**src/design/tacc_pkg.sv**
```systemverilog
// Shared opcodes, phase codes and cycle charges for the tiny accumulator core.
package tacc_pkg;

  localparam int AddrWidth  = 16;
  localparam int DataWidth  = 8;
  localparam int CountWidth = 32;
  localparam int PhaseWidth = 3;
  localparam int CostWidth  = 3;

  typedef logic [AddrWidth-1:0]  addr_t;
  typedef logic [DataWidth-1:0]  byte_t;
  typedef logic [CountWidth-1:0] count_t;
  typedef logic [PhaseWidth-1:0] phase_t;
  typedef logic [CostWidth-1:0]  cost_t;

  localparam phase_t PH_FETCH   = 3'd0;
  localparam phase_t PH_IMM     = 3'd1;
  localparam phase_t PH_ADDR_LO = 3'd2;
  localparam phase_t PH_ADDR_HI = 3'd3;
  localparam phase_t PH_WRITE   = 3'd4;
  localparam phase_t PH_READ    = 3'd5;

  localparam byte_t OP_NOP      = 8'h00;
  localparam byte_t OP_LOAD_IMM = 8'h01;
  localparam byte_t OP_JUMP     = 8'h02;
  localparam byte_t OP_STORE    = 8'h10;
  localparam byte_t OP_LOAD_MEM = 8'h11;
  localparam byte_t OP_ADD      = 8'h20;
  localparam byte_t OP_BRK      = 8'h30;

  localparam cost_t COST_IDLE  = 3'd1;
  localparam cost_t COST_SHORT = 3'd2;
  localparam cost_t COST_JMP   = 3'd3;
  localparam cost_t COST_MEM   = 3'd4;

endpackage

```
**src/design/tiny_accumulator_cpu_core.sv**
```systemverilog
// Tiny accumulator CPU core: bus-response in, next bus request and state out.
//
//   channel  | handshake               | payload
//   ---------+-------------------------+-----------------------------------
//   in       | in_valid / in_stall     | read_data
//   out      | out_valid / out_stall   | bus_address ... cycle_total
//   cfg      | cfg_valid / cfg_ready   | cfg_data (reset_pc)
//
// One request per cycle while in_stall is low: each accepted response is decoded and the next
// architectural state and bus request are registered in the same cycle.
// The result register frees up whenever it is taken, so a new request is
// accepted while the previous result is leaving. Synchronous reset clears all
// control state and the PC; a cfg write before the first request moves the
// first fetch, later ones have no effect. in_stall is high only while a
// result is held.
module tiny_accumulator_cpu_core (
  input  logic            clk,
  input  logic            rst,
  input  logic            cfg_valid,
  output logic            cfg_ready,
  input  tacc_pkg::addr_t cfg_data,
  input  logic            in_valid,
  output logic            in_stall,
  input  tacc_pkg::byte_t read_data,
  output logic            out_valid,
  input  logic            out_stall,
  output tacc_pkg::addr_t bus_address,
  output logic            bus_write,
  output tacc_pkg::byte_t bus_write_data,
  output logic            bus_active,
  output tacc_pkg::byte_t accumulator,
  output tacc_pkg::addr_t program_counter,
  output logic            halt_flag,
  output logic            instruction_done,
  output tacc_pkg::count_t cycle_total
);
  import tacc_pkg::*;

  addr_t  pc, pc_next;
  byte_t  acc, acc_next;
  logic   halted, halted_next;
  phase_t phase, phase_next;
  byte_t  opcode, opcode_next;
  byte_t  operand_low, operand_low_next;
  addr_t  target_address, target_address_next;
  count_t cycle_counter, cycle_counter_next;
  logic   fresh;
  logic   done_next;
  cost_t  cost;
  addr_t  pc_inc;
  logic   accept;

  assign cfg_ready = 1'b1;
  assign in_stall  = out_valid & out_stall;
  assign accept    = in_valid & ~in_stall;
  assign pc_inc    = pc + addr_t'(1);

  always_comb begin
    pc_next             = pc;
    acc_next            = acc;
    halted_next         = halted;
    phase_next          = phase;
    opcode_next         = opcode;
    operand_low_next    = operand_low;
    target_address_next = target_address;
    done_next           = 1'b0;
    cost                = '0;
    if (halted) begin
      cost      = COST_IDLE;
      done_next = 1'b1;
    end else begin
      case (phase)
        PH_FETCH: begin
          opcode_next = read_data;
          pc_next     = pc_inc;
          case (read_data)
            OP_LOAD_IMM, OP_ADD: phase_next = PH_IMM;
            OP_JUMP, OP_STORE, OP_LOAD_MEM: phase_next = PH_ADDR_LO;
            OP_BRK: begin
              halted_next = 1'b1;
              cost        = COST_SHORT;
              done_next   = 1'b1;
            end
            default: begin
              // NOP and any unknown opcode
              cost      = COST_SHORT;
              done_next = 1'b1;
            end
          endcase
        end
        PH_IMM: begin
          pc_next    = pc_inc;
          acc_next   = (opcode == OP_ADD) ? acc + read_data : read_data;
          cost       = COST_SHORT;
          done_next  = 1'b1;
          phase_next = PH_FETCH;
        end
        PH_ADDR_LO: begin
          operand_low_next = read_data;
          pc_next          = pc_inc;
          phase_next       = PH_ADDR_HI;
        end
        PH_ADDR_HI: begin
          target_address_next = {read_data, operand_low};
          if (opcode == OP_JUMP) begin
            pc_next    = {read_data, operand_low};
            cost       = COST_JMP;
            done_next  = 1'b1;
            phase_next = PH_FETCH;
          end else begin
            pc_next    = pc_inc;
            phase_next = (opcode == OP_STORE) ? PH_WRITE : PH_READ;
          end
        end
        PH_WRITE: begin
          cost       = COST_MEM;
          done_next  = 1'b1;
          phase_next = PH_FETCH;
        end
        PH_READ: begin
          acc_next   = read_data;
          cost       = COST_MEM;
          done_next  = 1'b1;
          phase_next = PH_FETCH;
        end
        default: phase_next = PH_FETCH;
      endcase
    end
    cycle_counter_next = cycle_counter + count_t'(cost);
  end

  // architectural state
  always_ff @(posedge clk) begin
    if (rst) begin
      pc             <= '0;
      acc            <= '0;
      halted         <= 1'b0;
      phase          <= PH_FETCH;
      opcode         <= '0;
      operand_low    <= '0;
      target_address <= '0;
      cycle_counter  <= '0;
      fresh          <= 1'b1;
    end else begin
      if (accept) begin
        pc             <= pc_next;
        acc            <= acc_next;
        halted         <= halted_next;
        phase          <= phase_next;
        opcode         <= opcode_next;
        operand_low    <= operand_low_next;
        target_address <= target_address_next;
        cycle_counter  <= cycle_counter_next;
        fresh          <= 1'b0;
      end else if (cfg_valid && cfg_ready && fresh) begin
        // reset_pc written before the first request also moves the fetch
        pc <= cfg_data;
      end
    end
  end

  // result register
  always_ff @(posedge clk) begin
    if (rst) begin
      out_valid <= 1'b0;
    end else if (accept) begin
      out_valid <= 1'b1;
    end else if (!out_stall) begin
      out_valid <= 1'b0;
    end
  end

  always_ff @(posedge clk) begin
    if (accept) begin
      bus_active       <= ~halted_next;
      bus_write        <= ~halted_next & (phase_next == PH_WRITE);
      bus_write_data   <= (~halted_next & (phase_next == PH_WRITE)) ? acc_next : '0;
      if (halted_next) begin
        bus_address <= '0;
      end else if (phase_next == PH_WRITE || phase_next == PH_READ) begin
        bus_address <= target_address_next;
      end else begin
        bus_address <= pc_next;
      end
      accumulator      <= acc_next;
      program_counter  <= pc_next;
      halt_flag        <= halted_next;
      instruction_done <= done_next;
      cycle_total      <= cycle_counter_next;
    end
  end

`ifndef NO_ASSERTIONS
  a_halt_idle: assert property (@(posedge clk) disable iff (rst)
    out_valid && halt_flag |-> !bus_active && !bus_write)
    else $error("halted core still requests the bus");

  a_idle_tick: assert property (@(posedge clk) disable iff (rst)
    accept && halted |=> halted && cycle_counter == $past(cycle_counter) + count_t'(1))
    else $error("idle tick did not charge exactly one cycle");

  a_write_phase: assert property (@(posedge clk) disable iff (rst)
    out_valid && bus_write |-> phase == PH_WRITE && bus_address == target_address)
    else $error("write request outside the store phase");

  a_hold_state: assert property (@(posedge clk) disable iff (rst)
    !accept |=> $stable(phase) && $stable(acc) && $stable(cycle_counter))
    else $error("state moved without a request");
`endif

endmodule

```
**config.mk**
```make
export PLATFORM = sky130hd
export DESIGN_NAME = tiny_accumulator_cpu_core
export DESIGN_NICKNAME = d
export VERILOG_FILES = /design/src/design/tacc_pkg.sv /design/src/design/tiny_accumulator_cpu_core.sv
export SDC_FILE = /design/constraint.sdc
export NUM_CORES = 1
export LEC_CHECK = 0
export ABC_AREA = 0
export BUFFER_PORTS_ARGS = -buffer_cell sky130_fd_sc_hd__buf_4
export CAP_MARGIN = 15
export CORE_MARGIN = 2
export CORE_UTILIZATION = 40
export CTS_BUF_LIST = sky130_fd_sc_hd__clkbuf_4
export CTS_CLUSTER_SIZE = 20
export DETAILED_ROUTE_END_ITERATION = 8
export PLACE_DENSITY_LB_ADDON = 0.25
export RECOVER_POWER = 50
export SLEW_MARGIN = 30
export SYNTH_ARGS = -nofsm -noshare
export SYNTH_HDL_FRONTEND = slang
export SYNTH_SLANG_ARGS = --single-unit
```
**constraint.sdc**
```tcl
create_clock -name clk -period 5.35 [get_ports clk]
set_clock_uncertainty 0.1 [all_clocks]
set_input_delay 0.535 -clock clk [delete_from_list [all_inputs] [get_ports clk]]
set_output_delay 0.535 -clock clk [all_outputs]
set_load 0.05 [all_outputs]
```
==> results.sh, run 1 <==
export IMPL_status="complete, but fails checks"
export IMPL_violations="capacitance limit, slew limit"
export IMPL_p_int_mw=1.889
export IMPL_synth_nets=972
export IMPL_yosys_area_top_type="edfxtp_1"
export IMPL_numClockSinks=178
export IMPL_pwr_share_seq_pct=55.4
export IMPL_cts_hold_buf=0
export IMPL_rr_worst_depth=6
export IMPL_areaGrowthSynthToFinish_pct=10.53
export IMPL_combPwrFrac_pct=14.7
export IMPL_power_mw=2.770
export IMPL_critPathCaptureType="flop"
export IMPL_num_nets_final=1038
export IMPL_rsz0062_at_grt="no"
export IMPL_cts_resized=0
export IMPL_clk_pin_slew_worst_paths_ns=0.17
export IMPL_synth_warnings=0
export IMPL_design_area_um2=9991
export IMPL_finalWorstSetupSlack_ns=0.7975
export IMPL_overflow=0
export IMPL_p_switching_mw=0.8817
export IMPL_power_density_nw_per_um2=277.3
export IMPL_hpwl_mm=15.74
export IMPL_synth_seq_cells=178
export IMPL_worst_r2r_endpoint="bus_address[4]"
export IMPL_relSlewSlack_pct=-13.77
export IMPL_cp_endpoint="bus_address[4]"
export IMPL_pwr_share_clk_pct=29.9
export IMPL_drv_slew=116
export IMPL_netlist_top_cells_area="edfxtp_1 28%, dfxtp_1 21%, a211oi_1 5.2%"
export IMPL_netlist_area_um2=9039
export IMPL_fmaxAchievable_mhz=219.7
export IMPL_dieArea_um2=23810
export IMPL_critPathMaxStageDelay_ns=1.13
export IMPL_std_cell_rows=55
export IMPL_crit_family="simple AND/OR/NAND/NOR gates"
export IMPL_hold_viol_final=0
export IMPL_start_util_pct=40.29
export IMPL_drcViolationCount=0
export IMPL_worst_path_stages=6
export IMPL_path_class="reg2reg"
export IMPL_r2r_start="phase[2]"
export IMPL_synth_seq_area_share_pct=48.73
export IMPL_reg2reg_slack_ns=0.80
export IMPL_n_fill_cell=2218
export IMPL_grt_max_degree=99
export IMPL_synthArstFlopShare_pct=0
export IMPL_routed_wirelength_mm=23.51
export IMPL_io_pins=116
export IMPL_p_sw_share_pct=31.83
export IMPL_cts_buffers=17
export IMPL_fin_crit_ns=4.552
export IMPL_cts_root_buffer="clkbuf_4"
export IMPL_grt_pass1_wl_mm=36.60
export IMPL_p_leak_nw=3.599
export IMPL_drive_gt1_share_pct=8.821
export IMPL_hp_class="in2reg"
export IMPL_fin_tns_setup_ns=0
export IMPL_via_per_inst=5.630
export IMPL_multi_input_area_um2=4249
export IMPL_drtAntennaViolNets=0
export IMPL_dr_pass1_iters=6
export IMPL_post_cts_buffers=0
export IMPL_htreeDepth=4
export IMPL_synth_edf_count=84
export IMPL_cp_max_fo=36
export IMPL_cp_buffers_inverters=1
export IMPL_vdd_drop_max_mv=0.1177
export IMPL_path_cells="nor4bb_4, clkbuf_1, nand4_1, and3_1, a221oi_1, a211oi_1"
export IMPL_cp_start_kind="flop"
export IMPL_pre_cts_ws_ns=1.545
export IMPL_finalSetupViolCount=0
export IMPL_worst_pin_slew_ns=1.706
export IMPL_avgSynthCellArea_um2=9.719
export IMPL_place_gp_congestion=0.8883
export IMPL_clock_latency_ns=0.60
export IMPL_crit_arrival_ns=4.77
export IMPL_drv_cap=2
export IMPL_antenna_found_initial=1
export IMPL_die_w_um=154.3
export IMPL_core_area_um2=22430
export IMPL_yosysTopAreaCellShare_pct=27.91
export IMPL_synth_ff_type="dfxtp_1"
export IMPL_grt_usage_pct=19.58
export IMPL_placed_area_um2=10040
export IMPL_drtIter0Drc=525
export IMPL_ys_types=72
export IMPL_slowest_stage="clkbuf_1"
export IMPL_io_buffers=114
export IMPL_synth_cells=930
export IMPL_die_h_um=154.3
export IMPL_fin_crit_sh_pct=85.09
export IMPL_cts_tree="built"
export IMPL_final_cell_mix="94 x dfxtp_1, 87 x clkbuf_1, 86 x nor2_1, 84 x edfxtp_1, 79 x nand2_1"
export IMPL_first_global_vias=6480
export IMPL_crit_required_ns=5.57
export IMPL_layout_commonest_cell="dfxtp_1"
export IMPL_num_vias=7291
export IMPL_wire_per_inst_um=18.15
export IMPL_regArea_um2=4404
export IMPL_critical_path_startpoint="phase[2]"
export IMPL_clock_path_buffers=2
-- synth_stat cells (all sizes together) (4+ instances only) --
cell     n
buf     19
mux2i   22
clkbuf  52
nor4    16
mux2     8
xor2    21
nand3   29
and3    25
dfxtp   94
edfxtp  84
inv     29
a21o     8
and4     9
o211a    4
or4      8
or3     12
a211oi  63
nor3    23
nor2b   22
o21ai   22
xnor2   34
nor2    87
nand4   19
a31oi    4
nand2   79
and2     9
a21oi   46
a221oi   5
ha      11
nand2b   5
nor3b    5
or2      4
a311oi   7
-- state kept, by name (all words and copies together), names as in the netlist, 8 cells and up --
signal,flops
target_address,16
cycle_counter,32
bus_write_data,8
bus_address,16
acc,8
operand_low,8
opcode,8
program_counter,16
cycle_total,32
accumulator,8
pc,16
-- worst min path at each step --
stage          slack (ns)                 end  cells past startpoint          startpoint
3_5_place_dp         0.34   target_address[6]                      2   target_address[6]
2_1_floorplan        0.33  target_address[10]                      2  target_address[10]
5_1_grt              0.02           out_valid                      3            in_valid
4_1_cts              0.01           out_valid                      3            in_valid
6_report             0.05           out_valid                      3            in_valid
3_3_place_gp         0.34  target_address[10]                      2  target_address[10]
-- power groups by stage --
stage / clock network [mW] / logic (mW) / registers [mW]
4_1_cts: 0.849 / 0.447 / 1.53
3_5_place_dp: 0 / 0.444 / 1.56
5_1_grt: 0.900 / 0.435 / 1.54
3_3_place_gp: 0 / 0.442 / 1.56
6_report: 0.828 / 0.409 / 1.53
2_1_floorplan: 0 / 0.164 / 1.70
-- worst register-to-register path: stages, from the launching register on --
cell,delay (ns)
dfxtp_1,0.60
nor4bb_4,0.37
clkbuf_1,1.13
nand4_1,0.74
and3_1,0.43
a221oi_1,0.69
a211oi_1,0.24
-- logic make-up after synthesis --
group                    share of synthesized area (%)
buffers and inverters                            4.568
XOR/XNOR                                         5.330
other                                          0.04149
multiplexers                                     3.433
adder cells (fa/ha/maj)                          1.966
AND/OR/NAND/NOR                                  21.80
flip-flops                                       48.73
AO/OA/AOI/OAI                                    14.13
-- through the flow --
stage / instances / hold WS, ns / util [%]
finish: 1295 / 0.04702 / 44.53
global placement: 1262 / 0.3372 / 44.68
detailed placement: 1262 / 0.3425 / 44.75
CTS: 1294 / 0.01003 / 46.10
floorplan: 930 / 0.3318 / -
global route: 1295 / 0.01858 / 44.53
-- per-layer routing --
metal / part of all wire (%) / global-route usage (%)
met5: 0 / 0
met4: 0.85 / 4.409
met3: 6.5 / 3.614
met1: 48 / 29.50
met2: 44 / 29.25
-- area by class of cell --
class,instances,share of cell area [%]
clock buffers,18,1.353
well taps,285,3.569
clock inverters,14,1.678
repair buffers,118,5.611
multi-input cells,651,42.53
diodes,1,0.02505
inverters,30,1.152
flip-flops and latches,178,44.08
Power figures use the tool's default switching activity.
==> run 2, diff against run 1 <==
--- a/config.mk
+++ b/config.mk
@@ -8,7 +8,6 @@
 export ABC_AREA = 0
 export BUFFER_PORTS_ARGS = -buffer_cell sky130_fd_sc_hd__buf_4
 export CAP_MARGIN = 15
-export CORE_MARGIN = 2
 export CORE_UTILIZATION = 40
 export CTS_BUF_LIST = sky130_fd_sc_hd__clkbuf_4
 export CTS_CLUSTER_SIZE = 20
==> run 2 against run 1 <==
  * The flow finishes with violations (DRC, capacitance limit, slew limit)
  * Sequential cell count unchanged
  * Register-to-register slack improved by 0.42 ns
  * Via count decreased by 0.69%
  * Global-route usage increased by 0.52 points
  * Design area about the same
  * First-iteration DRC count increased by 2.5%
  * Critical path type unchanged
==> results.sh, run 2 (synthesis results as in run 1) <==
export IMPL_htreeDepth=4
export IMPL_std_cell_rows=54
export IMPL_fin_crit_sh_pct=77.20
export IMPL_final_cell_mix="94 x dfxtp_1, 88 x clkbuf_1, 87 x nor2_1, 84 x edfxtp_1, 79 x nand2_1"
export IMPL_clock_latency_ns=0.59
export IMPL_worstHoldStart="in_valid"
export IMPL_numClockSinks=178
export IMPL_overflow=0
export IMPL_cp_start_kind="flop"
export IMPL_cts_resized=0
export IMPL_pwr_share_clk_pct=29.7
export IMPL_num_nets_final=1040
export IMPL_cp_max_fo=51
export IMPL_grt_usage_pct=20.10
export IMPL_routed_wirelength_mm=22.91
export IMPL_post_cts_buffers=0
export IMPL_power_mw=2.751
export IMPL_clk_pin_slew_worst_paths_ns=0.14
export IMPL_grt_pass1_wl_mm=37.04
export IMPL_worst_pin_slew_ns=2.522
export IMPL_place_gp_congestion=0.8638
export IMPL_p_int_mw=1.938
export IMPL_fin_tns_setup_ns=0
export IMPL_areaGrowthSynthToFinish_pct=10.45
export IMPL_p_sw_share_pct=29.55
export IMPL_top_regs="cycle_counter x32, cycle_total x32"
export IMPL_drv_cap=2
export IMPL_hp_class="in2reg"
export IMPL_power_density_nw_per_um2=275.6
export IMPL_finalSetupViolCount=0
export IMPL_cts_root_buffer="clkbuf_4"
export IMPL_io_buffers=114
export IMPL_reg2reg_slack_ns=1.22
export IMPL_die_w_um=152.3
export IMPL_drtIter0Drc=538
export IMPL_core_area_um2=21960
export IMPL_layout_commonest_cell="dfxtp_1"
export IMPL_pwr_share_seq_pct=55.8
export IMPL_cts_tree="built"
export IMPL_rsz0062_at_grt="no"
export IMPL_path_class="reg2reg"
export IMPL_p_switching_mw=0.8129
export IMPL_cts_hold_buf=0
export IMPL_clock_path_buffers=2
export IMPL_crit_arrival_ns=4.53
export IMPL_io_pins=116
export IMPL_fmaxAchievable_mhz=242.1
export IMPL_hold_viol_final=0
export IMPL_drtAntennaViolNets=0
export IMPL_whs_endpoint="out_valid"
export IMPL_drive_gt1_share_pct=8.605
export IMPL_violations="DRC, capacitance limit, slew limit"
export IMPL_grt_max_degree=99
export IMPL_num_vias=7241
export IMPL_vdd_drop_max_mv=0.1067
export IMPL_whs_ns=0.07151
export IMPL_cts_buffers=17
export IMPL_critPathCaptureType="flop"
export IMPL_dieArea_um2=23200
export IMPL_dr_pass1_iters=7
export IMPL_combPwrFrac_pct=14.5
export IMPL_wire_per_inst_um=17.73
export IMPL_via_per_inst=5.604
export IMPL_start_util_pct=41.16
export IMPL_first_global_vias=6782
export IMPL_p_leak_nw=3.582
export IMPL_r2r_start="out_valid"
export IMPL_drcViolationCount=10
export IMPL_drv_slew=104
export IMPL_hpwl_mm=15.10
export IMPL_worst_r2r_endpoint="phase[0]"
export IMPL_relSlewSlack_pct=-68.13
export IMPL_die_h_um=152.3
export IMPL_status="complete, but fails checks"
export IMPL_hold_depth=3
export IMPL_crit_required_ns=5.75
export IMPL_fin_crit_ns=4.130
export IMPL_antenna_found_initial=1
export IMPL_rr_worst_depth=5
## run 2: final cells by class
type	count	area, um^2
Tap cell	280	350.3
Multi-Input combinational cell	651	4238
Clock buffer	22	165.2
Sequential cell	178	4404
Inverter	30	115.1
Clock inverter	10	133.9
Antenna cell	1	2.502
Timing Repair Buffer	120	574.3
Fill cell	2178	11980
## run 2: layer usage
| layer | share of wire (%) | track usage [%] |
|---|---|---|
| met1 | 47 | 28.00 |
| met2 | 46 | 31.34 |
| met3 | 5.6 | 4.209 |
| met4 | 1.7 | 5.977 |
| met5 | 0 | 0 |
## run 2: how the worst max path moves through the flow
stage,start,to,slack [ns]
after floorplan,in_valid,accumulator[0],0.93
after detailed placement,opcode[7],cycle_total[9],1.47
after CTS,opcode[0],cycle_total[9],1.45
after global routing,out_valid,cycle_counter[10],0.83
final,out_valid,phase[0],1.22
after global placement,opcode[7],cycle_total[11],1.55
## run 2: worst max-delay path, stage by stage (launching register included)
cell and delay, ns:
dfxtp_1 0.35, a21bo_1 0.56, inv_4 0.55, clkbuf_1 1.77, o21ai_0 0.47, a21oi_1 0.25
## run 2: metrics by stage
step,instances,instance area [um^2],worst slack (ns),util (%)
global route,1292,9983,0.8279,45.46
global placement,1259,10010,1.553,45.61
CTS,1291,10320,1.450,47.01
finish,1292,9983,1.220,45.46
floorplan,930,9039,0.9327,-
detailed placement,1259,10020,1.473,45.65
## run 2: power groups by stage
stage	Clock [mW]	Combinational, mW	Sequential (mW)
after floorplan	0	0.164	1.70
after global placement	0	0.430	1.56
after detailed placement	0	0.434	1.56
after CTS	0.840	0.435	1.53
after global routing	0.891	0.426	1.54
final	0.817	0.399	1.53
